<file path="src/rtl/core/rri_pkg.sv">
package rri_pkg;

  localparam int T_FRAC        = 16;
  localparam int T_BITS        = 32;
  localparam int MIN_DIST_BITS = 20;
  localparam int IDX_BITS      = 3;

  localparam logic [IDX_BITS-1:0] REG_CORNER   = 3'd0;
  localparam logic [IDX_BITS-1:0] REG_EDGE_A   = 3'd1;
  localparam logic [IDX_BITS-1:0] REG_EDGE_B   = 3'd2;
  localparam logic [IDX_BITS-1:0] REG_NORMAL   = 3'd3;
  localparam logic [IDX_BITS-1:0] REG_A_LEN_SQ = 3'd4;
  localparam logic [IDX_BITS-1:0] REG_B_LEN_SQ = 3'd5;
  localparam logic [IDX_BITS-1:0] REG_MIN_DIST = 3'd6;

  localparam logic [MIN_DIST_BITS-1:0] MIN_DIST_RESET = 20'd1;

endpackage

</file>
<file path="src/rtl/core/rri_div_stage.sv">
module rri_div_stage #(
  parameter int C  = 20,
  parameter int SW = 121
) (
  input  logic                       clk,
  input  logic                       rst_n,
  input  logic                       in_valid,
  output logic                       in_ready,
  input  logic [2*C-1:0]             rem_i,
  input  logic [rri_pkg::T_BITS-1:0] bits_i,
  input  logic [2*C-1:0]             den_i,
  input  logic [SW-1:0]              side_i,
  output logic                       out_valid,
  input  logic                       out_ready,
  output logic [2*C-1:0]             rem_o,
  output logic [rri_pkg::T_BITS-1:0] bits_o,
  output logic [2*C-1:0]             den_o,
  output logic [SW-1:0]              side_o
);

  logic                       v_r;
  logic [2*C-1:0]             rem_r;
  logic [rri_pkg::T_BITS-1:0] bits_r;
  logic [2*C-1:0]             den_r;
  logic [SW-1:0]              side_r;

  logic [2*C:0] rem2;
  logic [2*C:0] diff;
  logic         ge;

  assign in_ready = !v_r || out_ready;

  // one quotient bit: bring down the next dividend bit, subtract if it fits
  assign rem2 = {rem_i, bits_i[rri_pkg::T_BITS-1]};
  assign ge   = rem2 >= {1'b0, den_i};
  assign diff = rem2 - {1'b0, den_i};

  always_ff @(posedge clk) begin
    if (!rst_n) begin
      v_r <= 1'b0;
    end else if (in_ready) begin
      v_r <= in_valid;
    end
  end

  always_ff @(posedge clk) begin
    if (in_ready) begin
      rem_r  <= ge ? diff[2*C-1:0] : rem2[2*C-1:0];
      bits_r <= {bits_i[rri_pkg::T_BITS-2:0], ge};
      den_r  <= den_i;
      side_r <= side_i;
    end
  end

  assign out_valid = v_r;
  assign rem_o     = rem_r;
  assign bits_o    = bits_r;
  assign den_o     = den_r;
  assign side_o    = side_r;

endmodule

</file>
<file path="config.mk">
export PLATFORM = sky130hd
export DESIGN_NAME = rri_div_stage
export DESIGN_NICKNAME = d
export VERILOG_FILES = /design/src/rtl/core/rri_pkg.sv /design/src/rtl/core/rri_div_stage.sv
export SDC_FILE = /design/constraint.sdc
export NUM_CORES = 1
export LEC_CHECK = 0
export ABC_AREA = 1
export BUFFER_PORTS_ARGS = -buffer_cell sky130_fd_sc_hd__buf_2
export CAP_MARGIN = 25
export CORE_AREA = 2 2 181 183
export CTS_BUF_LIST = sky130_fd_sc_hd__clkbuf_2 sky130_fd_sc_hd__clkbuf_4 sky130_fd_sc_hd__clkbuf_8
export CTS_CLUSTER_DIAMETER = 60
export DETAILED_ROUTE_END_ITERATION = 7
export DIE_AREA = 0 0 183 185
export PLACE_DENSITY = 0.7
export SLEW_MARGIN = 20
export SYNTH_ARGS = -nofsm -noshare
export SYNTH_HDL_FRONTEND = slang
export SYNTH_SLANG_ARGS = --single-unit
</file>
<file path="constraint.sdc">
create_clock -name clk -period 8.85 [get_ports clk]
set_clock_uncertainty 0.15 [all_clocks]
set_input_delay 0.885 -clock clk [delete_from_list [all_inputs] [get_ports clk]]
set_output_delay 0.885 -clock clk [all_outputs]
set_load 0.005 [all_outputs]
</file>
## Yosys cells after proc, flatten, opt, wreduce, memory -nomap -nowiden

Index checks and enable logic that the tools add are counted.

- Bits in registers: 234
- Input port bits: 237
- Word-level logic and storage cells: 10
- Output and inout port bits: 235

- Add/subtract/negate cells: 1
- Mux-type cells: 1
- $lt $le $gt $ge: 1
- Reduce and logical (&&, ||, !) cells: 2

Operators by type and width:

| kind | number |
|---|---|
| $ge 41x40->1 | 1 |
| $mux 40 | 1 |
| $sub 40x40->40 | 1 |
| $logic_not 1->1 | 1 |
| $logic_or 1x1->1 | 1 |

## Depth between registers and ports, before layout

Gate-level depths: netlist of the first run.

- Depth in word-level cells: 2
- Gate-level depth with buffers: 15

## Least setup slack after synthesis of the first run

No wires, ideal clock.

- Path type: input-to-output
- Start point: input port out_ready
- End point: output port in_ready
- Data arrival time: 5.859 ns
- Required time: 7.815 ns
- Buffers on the path: 0
- Setup slack: 1.956 ns
- Stages: 2
- Cell sequence: inv_1 > nand2_1

- Longest elaborated chain between the ends: 1

Ends and longest elaborated chain:

| item | RTL line | source |
|---|---|---|
| start: declaration | rri_div_stage.sv:14 | `input logic out_ready,` |
| $logic_or 1x1->1 | rri_div_stage.sv:31 | `assign in_ready = !v_r \|\| out_ready;` |
| end: declaration | rri_div_stage.sv:8 | `output logic in_ready,` |

No other way between the ends.

## Final worst setup path of the first run

- Start point: input port den_i[16]
- End point: register rem_r[34] (netlist: rem_o[34]) (data pin)

- Longest elaborated chain between the ends: 2

Ends and longest elaborated chain:

| item | RTL line | source |
|---|---|---|
| start: declaration | rri_div_stage.sv:11 | `input logic [2*C-1:0] den_i,` |
| $sub 40x40->40 or $ge 41x40->1 (tied branches) | rri_div_stage.sv:36, rri_div_stage.sv:35 |  |
| $mux 40 (*) | rri_div_stage.sv:48 | `rem_r <= ge ? diff[2*C-1:0] : rem2[2*C-1:0];` |
| end signal: assignment | rri_div_stage.sv:48 |  |
| end: declaration | rri_div_stage.sv:22 | `logic [2*C-1:0] rem_r;` |

Mark *: on every way between the ends. The rest lies on a longest branch, timed or not.
A chain may end at the register's enable or synchronous reset.

==> results.json, run 1 <==
{
  "hold_buffers": 0,
  "yosys.area.top_type": "edfxtp_1",
  "cp.arrival_ns": 3.44,
  "cp-end-kind": "flop",
  "mostFrequentLayoutCells": "buf_2 (471), nand2_1 (332), edfxtp_1 (233)",
  "slowest_delay_ns": 0.51,
  "dpl.cell_count": 1924,
  "synth_area_leaders": "edfxtp_1 (63%), nand2_1 (11%), inv_1 (5.8%)",
  "maxCapViolations": 0,
  "start_util_pct": 34.4,
  "switching_share_pct": 26.9,
  "slowest_stage": "buf_4",
  "worst_pin_slew_ns": 0.889,
  "p_sw_uw": 777,
  "die_h_um": 185,
  "min_path_type": "in -> reg",
  "leakagePower_nw": 7.34,
  "combPwrFrac_pct": 16.6,
  "cp_max_fo": 43,
  "status": "complete, no violations",
  "seq_area_frac_synth_pct": 63.6,
  "grt_pass1_wl_um": 53800,
  "numPortBuffers": 471,
  "rows": 66,
  "layout.cells.non_filler": 2004,
  "numCtsBuffers": 41,
  "synth.top_cell.area_share_pct": 63.4,
  "crit_top_cell": "nand2_1",
  "powerDensity_mw_per_mm2": 196,
  "period_minus_slack_ns": 3.30,
  "groute.usage.overall_pct": 21.6,
  "fin_ws_ns": 5.55,
  "synthCells": 1052,
  "seq_area_sq_mm": 0.00702,
  "setup_tns_ns": 0,
  "nNetsFinal": 1838,
  "post-cts-setup-buffer-count": 0,
  "num_vias": 9227,
  "final_common_cell": "buf_2",
  "dp_slack_ns": 4.96,
  "synth_compound_area_share_pct": 2.33,
  "num-fill-cells": 3124,
  "synth_xor_area_share_pct": 1.75,
  "ant_nets": 0,
  "cts-root-buf": "clkbuf_8",
  "pin_count": 472,
  "synth-edff-count": 233,
  "wl_per_cell_um": 19.0,
  "async_flop_share_pct": 0,
  "synth-seq-cells": 234,
  "avgViaCountPerCell": 4.60,
  "worstSetupPathType": "in -> reg",
  "antenna_found_initial": 16,
  "grt_setup_unrepaired": "no",
  "vdd_drop_max_uv": 117,
  "post_cts_resized": 0,
  "syn_avg_cell_area_sq_um": 10.5,
  "finalSetupViolations": 0,
  "dieArea_sq_mm": 0.0339,
  "htreeDepth": 2,
  "cp.required_ns": 8.99,
  "fp.dieW_um": 183,
  "hold_violations": 0,
  "layout-drive-gt1-share_pct": 36.6,
  "hpwlAfterDp_um": 30600,
  "synthMuxAreaShare_pct": 0,
  "slew_headroom_pct": 40.7,
  "first_iter_violations": 662,
  "cts.sinks": 234,
  "clk_pin_slew_worst_paths_ns": 0.06,
  "grt_pass1_vias": 9051,
  "drc": 0,
  "clock_path_buffers": 3,
  "fmax_mhz": 303,
  "first_pass_iters": 5,
  "insertion_delay_ns": 0.56,
  "cts_tree": "yes",
  "grt_max_degree": 82,
  "netlist_area_sq_mm": 0.0110,
  "start_kind": "input port",
  "yosys_warnings": 0,
  "intPower_mw": 2.11,
  "post-route-period-util_pct": 37.3,
  "synth_fa_ha_area_share_pct": 4.72,
  "synthSimpleGateAreaFrac_pct": 20.6,
  "gr-total-overflow": 0,
  "core_sq_mm": 0.0320,
  "synth_top_family_by_area": "simple AND/OR/NAND/NOR gates",
  "multi_input_area_sq_mm": 0.00325,
  "synth_fp_nets": 1330,
  "seqPwrFrac_pct": 47.4,
  "p_clk_share_pct": 36.1,
  "area_growth_pct": 33.4,
  "place_congestion": 0.921,
  "path_cells": "buf_2 -> inv_1 -> ha_1 -> nand2_1 -> inv_1 -> nand2_1 -> nand2_1 -> inv_1 -> nand2_1 -> nand2_1 -> nand3_1 -> nand2_2 -> buf_4 -> nand2_4 -> nand3_1 -> nand2_1",
  "synth-main-ff-cell": "edfxtp_1",
  "wl_um": 38100,
  "slew_viol_final": 0,
  "synth_cell_types": 32
}
==> area by class of cell <==
| class | instances | area share [%] |
|---|---|---|
| clock buffers | 47 | 4.18 |
| multi-input cells | 631 | 22.1 |
| inverters | 175 | 4.46 |
| clock inverters | 22 | 1.46 |
| repair buffers | 477 | 16.5 |
| flip-flops and latches | 234 | 47.7 |
| diodes | 10 | 0.170 |
| well taps | 408 | 3.47 |
==> per-layer routing <==
| metal | vias to the layer above | part of all wire, % | wire length, um | track usage [%] |
|---|---|---|---|---|
| met5 | - | 0.14 | 54 | 0 |
| met4 | 8 | 2.2 | 850 | 6.27 |
| met3 | 60 | 9.1 | 3480 | 6.53 |
| met2 | 333 | 48 | 18200 | 36.5 |
| met1 | 4355 | 41 | 15500 | 26.8 |
| li1 | 4471 | - | - | - |
==> Yosys cell counts (3+ instances only) <==
| master | count |
|---|---|
| a21oi_1 | 28 |
| buf_4 | 4 |
| buf_6 | 5 |
| edfxtp_1 | 233 |
| ha_1 | 40 |
| inv_1 | 170 |
| inv_2 | 3 |
| nand2_1 | 333 |
| nand2_2 | 3 |
| nand3_1 | 66 |
| nand3_2 | 22 |
| nand3b_1 | 7 |
| nand4_1 | 3 |
| nor2_1 | 68 |
| nor2_2 | 9 |
| nor2_4 | 3 |
| nor3_1 | 6 |
| o21ai_0 | 9 |
| xor2_1 | 21 |
==> kinds of logic after synthesis <==
| group | Yosys count |
|---|---|
| XOR/XNOR | 22 |
| flip-flops | 234 |
| AO/OA/AOI/OAI | 47 |
| adder cells (fa/ha/maj) | 41 |
| AND/OR/NAND/NOR | 521 |
| buffers and inverters | 187 |
==> metrics by stage <==
stage	util (%)	hold WS, ns	cell area (sq um)	total power [mW]
6_report	45.9	0.343	14700	2.89
5_1_grt	45.9	0.304	14700	3.03
4_1_cts	45.8	0.299	14700	2.92
3_5_place_dp	43.2	0.677	13800	1.87
3_3_place_gp	43.2	0.666	13800	1.86
2_1_floorplan	-	0.834	11000	1.63
==> power by group through the flow <==
| stage | Sequential, mW | Clock [mW] | Combinational [mW] |
|---|---|---|---|
| detailed placement | 1.39 | 0 | 0.481 |
| finish | 1.37 | 1.04 | 0.479 |
| floorplan | 1.41 | 0 | 0.220 |
| global placement | 1.39 | 0 | 0.474 |
| global route | 1.38 | 1.12 | 0.534 |
| CTS | 1.37 | 1.07 | 0.483 |
==> sequential cells by signal, indices dropped and copies added, names as in the netlist <==
name / cells
bits_o: 32
den_o: 40
out_valid: 1
rem_o: 40
side_o: 121
==> path summary, 6_finish.rpt <==
kind	start	to	slack [ns]	depth (start not counted)
worst max-delay path	den_i[16]	rem_o[34]	5.55	16
worst min-delay path	side_i[1]	side_o[1]	0.34	1
worst max register to register	out_valid	bits_o[27]	6.16	4
worst min register to register	out_valid	side_o[80]	0.68	1
==> worst max-delay path, delay by kind of cell <==
kind                     cells  cell delay [ns]
adder cells (fa/ha/maj)      1             0.31
AND/OR/NAND/NOR             10             1.32
buffers and inverters        5             0.90
Power figures use the tool's default switching activity.
==> inputs of run 2 (changes only) <==
--- a/config.mk
+++ b/config.mk
@@ -5,15 +5,15 @@
 export SDC_FILE = /design/constraint.sdc
 export NUM_CORES = 1
 export LEC_CHECK = 0
-export ABC_AREA = 1
+export ABC_AREA = 0
 export BUFFER_PORTS_ARGS = -buffer_cell sky130_fd_sc_hd__buf_2
 export CAP_MARGIN = 25
-export CORE_AREA = 2 2 181 183
+export CORE_AREA = 2 2 185 187
 export CTS_BUF_LIST = sky130_fd_sc_hd__clkbuf_2 sky130_fd_sc_hd__clkbuf_4 sky130_fd_sc_hd__clkbuf_8
 export CTS_CLUSTER_DIAMETER = 60
 export DETAILED_ROUTE_END_ITERATION = 7
-export DIE_AREA = 0 0 183 185
-export PLACE_DENSITY = 0.7
+export DIE_AREA = 0 0 187 189
+export PLACE_DENSITY = 0.64
 export SLEW_MARGIN = 20
 export SYNTH_ARGS = -nofsm -noshare
 export SYNTH_HDL_FRONTEND = slang
==> constraint.sdc (replaced) <==
create_clock -name clk -period 3.39 [get_ports clk]
set_clock_uncertainty 0.15 [all_clocks]
set_input_delay 0.339 -clock clk [delete_from_list [all_inputs] [get_ports clk]]
set_output_delay 0.339 -clock clk [all_outputs]
set_load 0.005 [all_outputs]
==> run 2 against run 1 <==
Via count fell by 4.6%. Cell area rose by 12%. Sequential cell count stayed put. First-iteration DRC count down 32%. Critical endpoint is now rem_o[39]. Wire length fell by 1.1%. Core utilization grew 3.6 points. Worst hold slack worse by 0.24 ns. Critical path type unchanged. Synthesized cell count fell by 34%.
==> results.json, run 2 <==
{
  "clk_pin_slew_worst_paths_ns": 0.06,
  "stdcell_area_sq_mm": 0.0165,
  "grt_setup_unrepaired": "yes",
  "avgViaCountPerCell": 4.50,
  "powerDensity_mw_per_mm2": 498,
  "hold_violations": 0,
  "final_common_cell": "buf_2",
  "async_flop_share_pct": 0,
  "place_area_sq_mm": 0.0131,
  "first_iter_violations": 453,
  "dieArea_sq_mm": 0.0353,
  "layout-drive-gt1-share_pct": 40.9,
  "hpwlAfterDp_um": 27300,
  "period_minus_slack_ns": 3.33,
  "syn_avg_cell_area_sq_um": 14.2,
  "worstSetupPathType": "in -> reg",
  "mostFrequentLayoutCells": "buf_2 (471), edfxtp_1 (233), dlygate4sd3_1 (232)",
  "dpl.cell_count": 1637,
  "seq_area_frac_synth_pct": 70.9,
  "die_h_um": 189,
  "synthTopCellsByCount": "edfxtp_1 (233), nand2_1 (66), inv_1 (48)",
  "numPortBuffers": 471,
  "cp.required_ns": 3.57,
  "post-route-period-util_pct": 98.1,
  "nNetsFinal": 1745,
  "worst_pin_slew_ns": 0.796,
  "start_util_pct": 29.7,
  "num_vias": 8805,
  "numCtsBuffers": 44,
  "core_sq_mm": 0.0333,
  "rows": 67,
  "synth_area_leaders": "edfxtp_1 (71%), ha_1 (5.1%), nand2_1 (2.5%)",
  "synth-edff-count": 233,
  "pin_count": 472,
  "leakagePower_nw": 7.30,
  "grt_max_degree": 60,
  "place_congestion": 0.839,
  "fin_ws_ns": 0.0649,
  "gr-total-overflow": 0,
  "yosys_warnings": 0,
  "cp-end-kind": "flop",
  "cts.sinks": 234,
  "num-fill-cells": 2942,
  "drc": 0,
  "post-cts-setup-buffer-count": 0,
  "synth_fp_nets": 975,
  "dp_slack_ns": -0.0479,
  "area_growth_pct": 66.6,
  "grt_pass1_wl_um": 54900,
  "layout.cells.non_filler": 1957,
  "cts-root-buf": "clkbuf_8",
  "slew_headroom_pct": 46.9,
  "insertion_delay_ns": 0.55,
  "cp_max_fo": 4,
  "htreeDepth": 2,
  "maxCapViolations": 0,
  "netlist_area_sq_mm": 0.00989,
  "yosys.area.top_type": "edfxtp_1",
  "min_path_type": "in -> reg",
  "synthCells": 697,
  "cp.arrival_ns": 3.50,
  "wl_um": 37700,
  "clock_path_buffers": 3,
  "start_kind": "input port",
  "synth_cell_types": 61,
  "synth_most_common_cell": "edfxtp_1",
  "wl_per_cell_um": 19.3,
  "fmax_mhz": 301,
  "synth.top_cell.area_share_pct": 70.7,
  "largest_reg_flops": 121,
  "antenna_found_initial": 9,
  "status": "complete, no violations",
  "first_pass_iters": 5,
  "grt_pass1_vias": 9146,
  "cts_tree": "yes",
  "synth-seq-cells": 234,
  "groute.usage.overall_pct": 20.8,
  "fp.dieW_um": 187,
  "finalSetupViolations": 0,
  "synth-main-ff-cell": "edfxtp_1",
  "slew_viol_final": 0,
  "ant_nets": 0,
  "vdd_drop_max_uv": 344
}
==> run 2: changes by cell type after synthesis, moves of 6 or more <==
cell / delta
inv_1: -122
clkbuf_1: +12
o21ai_0: +13
nand3b_1: -7
a21o_1: +8
xnor2_1: +13
nand2_1: -267
o21ai_1: +35
nor2_1: -42
nand2b_1: +6
a21oi_1: +14
nor2_2: -8
nand3_2: -22
nand3_1: -50
==> run 2: kinds of logic (layout without fill, tap and decap cells) <==
logic type	count (synthesis)	count (layout)	share of synthesized area [%]
buf+inv	68	874	2.67
mux	4	4	0.443
other cells	0	6	0
xor+xnor	34	34	3.01
compound gates	161	161	10.4
simple gates	155	155	7.31
flops	234	234	70.9
fa+ha+maj	41	41	5.26
==> run 2: cell type report <==
| class | count | area (sq um) | share of cell area [%] |
|---|---|---|---|
| Timing Repair Buffer | 743 | 5030 | 30.5 |
| Tap cell | 448 | 561 | 3.40 |
| Sequential cell | 234 | 7020 | 42.6 |
| Multi-Input combinational cell | 395 | 2670 | 16.2 |
| Inverter | 49 | 188 | 1.14 |
| Clock inverter | 28 | 315 | 1.91 |
| Antenna cell | 6 | 15.0 | 0.0911 |
| Clock buffer | 54 | 687 | 4.17 |
==> run 2: repair_timing <==
item,CTS,global route
resized for setup,0,12
endpoints found under the hold margin,231,0
endpoints found under the setup margin,0,11
hold buffers,232,0
==> run 2: worst max-delay path, cell delays in order <==
cell and delay (ns):
dlygate4sd3_1 0.54, buf_2 0.13, ha_1 0.31, a21o_1 0.19
a21o_1 0.21, o21ai_2 0.15, a311oi_2 0.13, o21ai_2 0.21
a211oi_2 0.14, o31ai_4 0.32, o21ai_2 0.16, or4_1 0.48
and3_1 0.18
==> run 2: routing by layer <==
metal | global-route usage, % | vias up | share of wire, %
li1 | - | 4170 | -
met1 | 24.1 | 4189 | 40
met2 | 35.5 | 369 | 49
met3 | 7.36 | 69 | 8.5
met4 | 7.75 | 8 | 3.1
met5 | 0 | - | 0.15
==> run 2: path summary, 6_finish.rpt <==
kind         cells after the start  slack, ns    endpoint      start
max reg2reg                      3       1.39   out_valid  out_valid
max                             13       0.06   rem_o[39]   rem_i[2]
min reg2reg                      1       1.03  side_o[32]  out_valid
min                              3       0.11   rem_o[29]  rem_i[28]
==> run 2: metrics by stage <==
step / utilization, % / power, mW / TNS, ns / hold WS (ns)
6_report: 49.5 / 8.20 / 0 / 0.108
5_1_grt: 49.5 / 8.57 / -0.0161 / 0.0949
4_1_cts: 49.3 / 8.28 / 0 / 0.0798
3_5_place_dp: 39.3 / 4.87 / -0.0479 / 0.367
3_3_place_gp: 39.3 / 4.86 / 0 / 0.366
2_1_floorplan: - / 4.18 / 0 / 0.288
==> run 2: power by group <==
part           total [mW]  switching [mW]  internal (mW)
registers            3.58          0.0758           3.50
clock network        3.14            1.26           1.88
logic                1.49           0.760          0.726
total                8.20            2.09           6.11
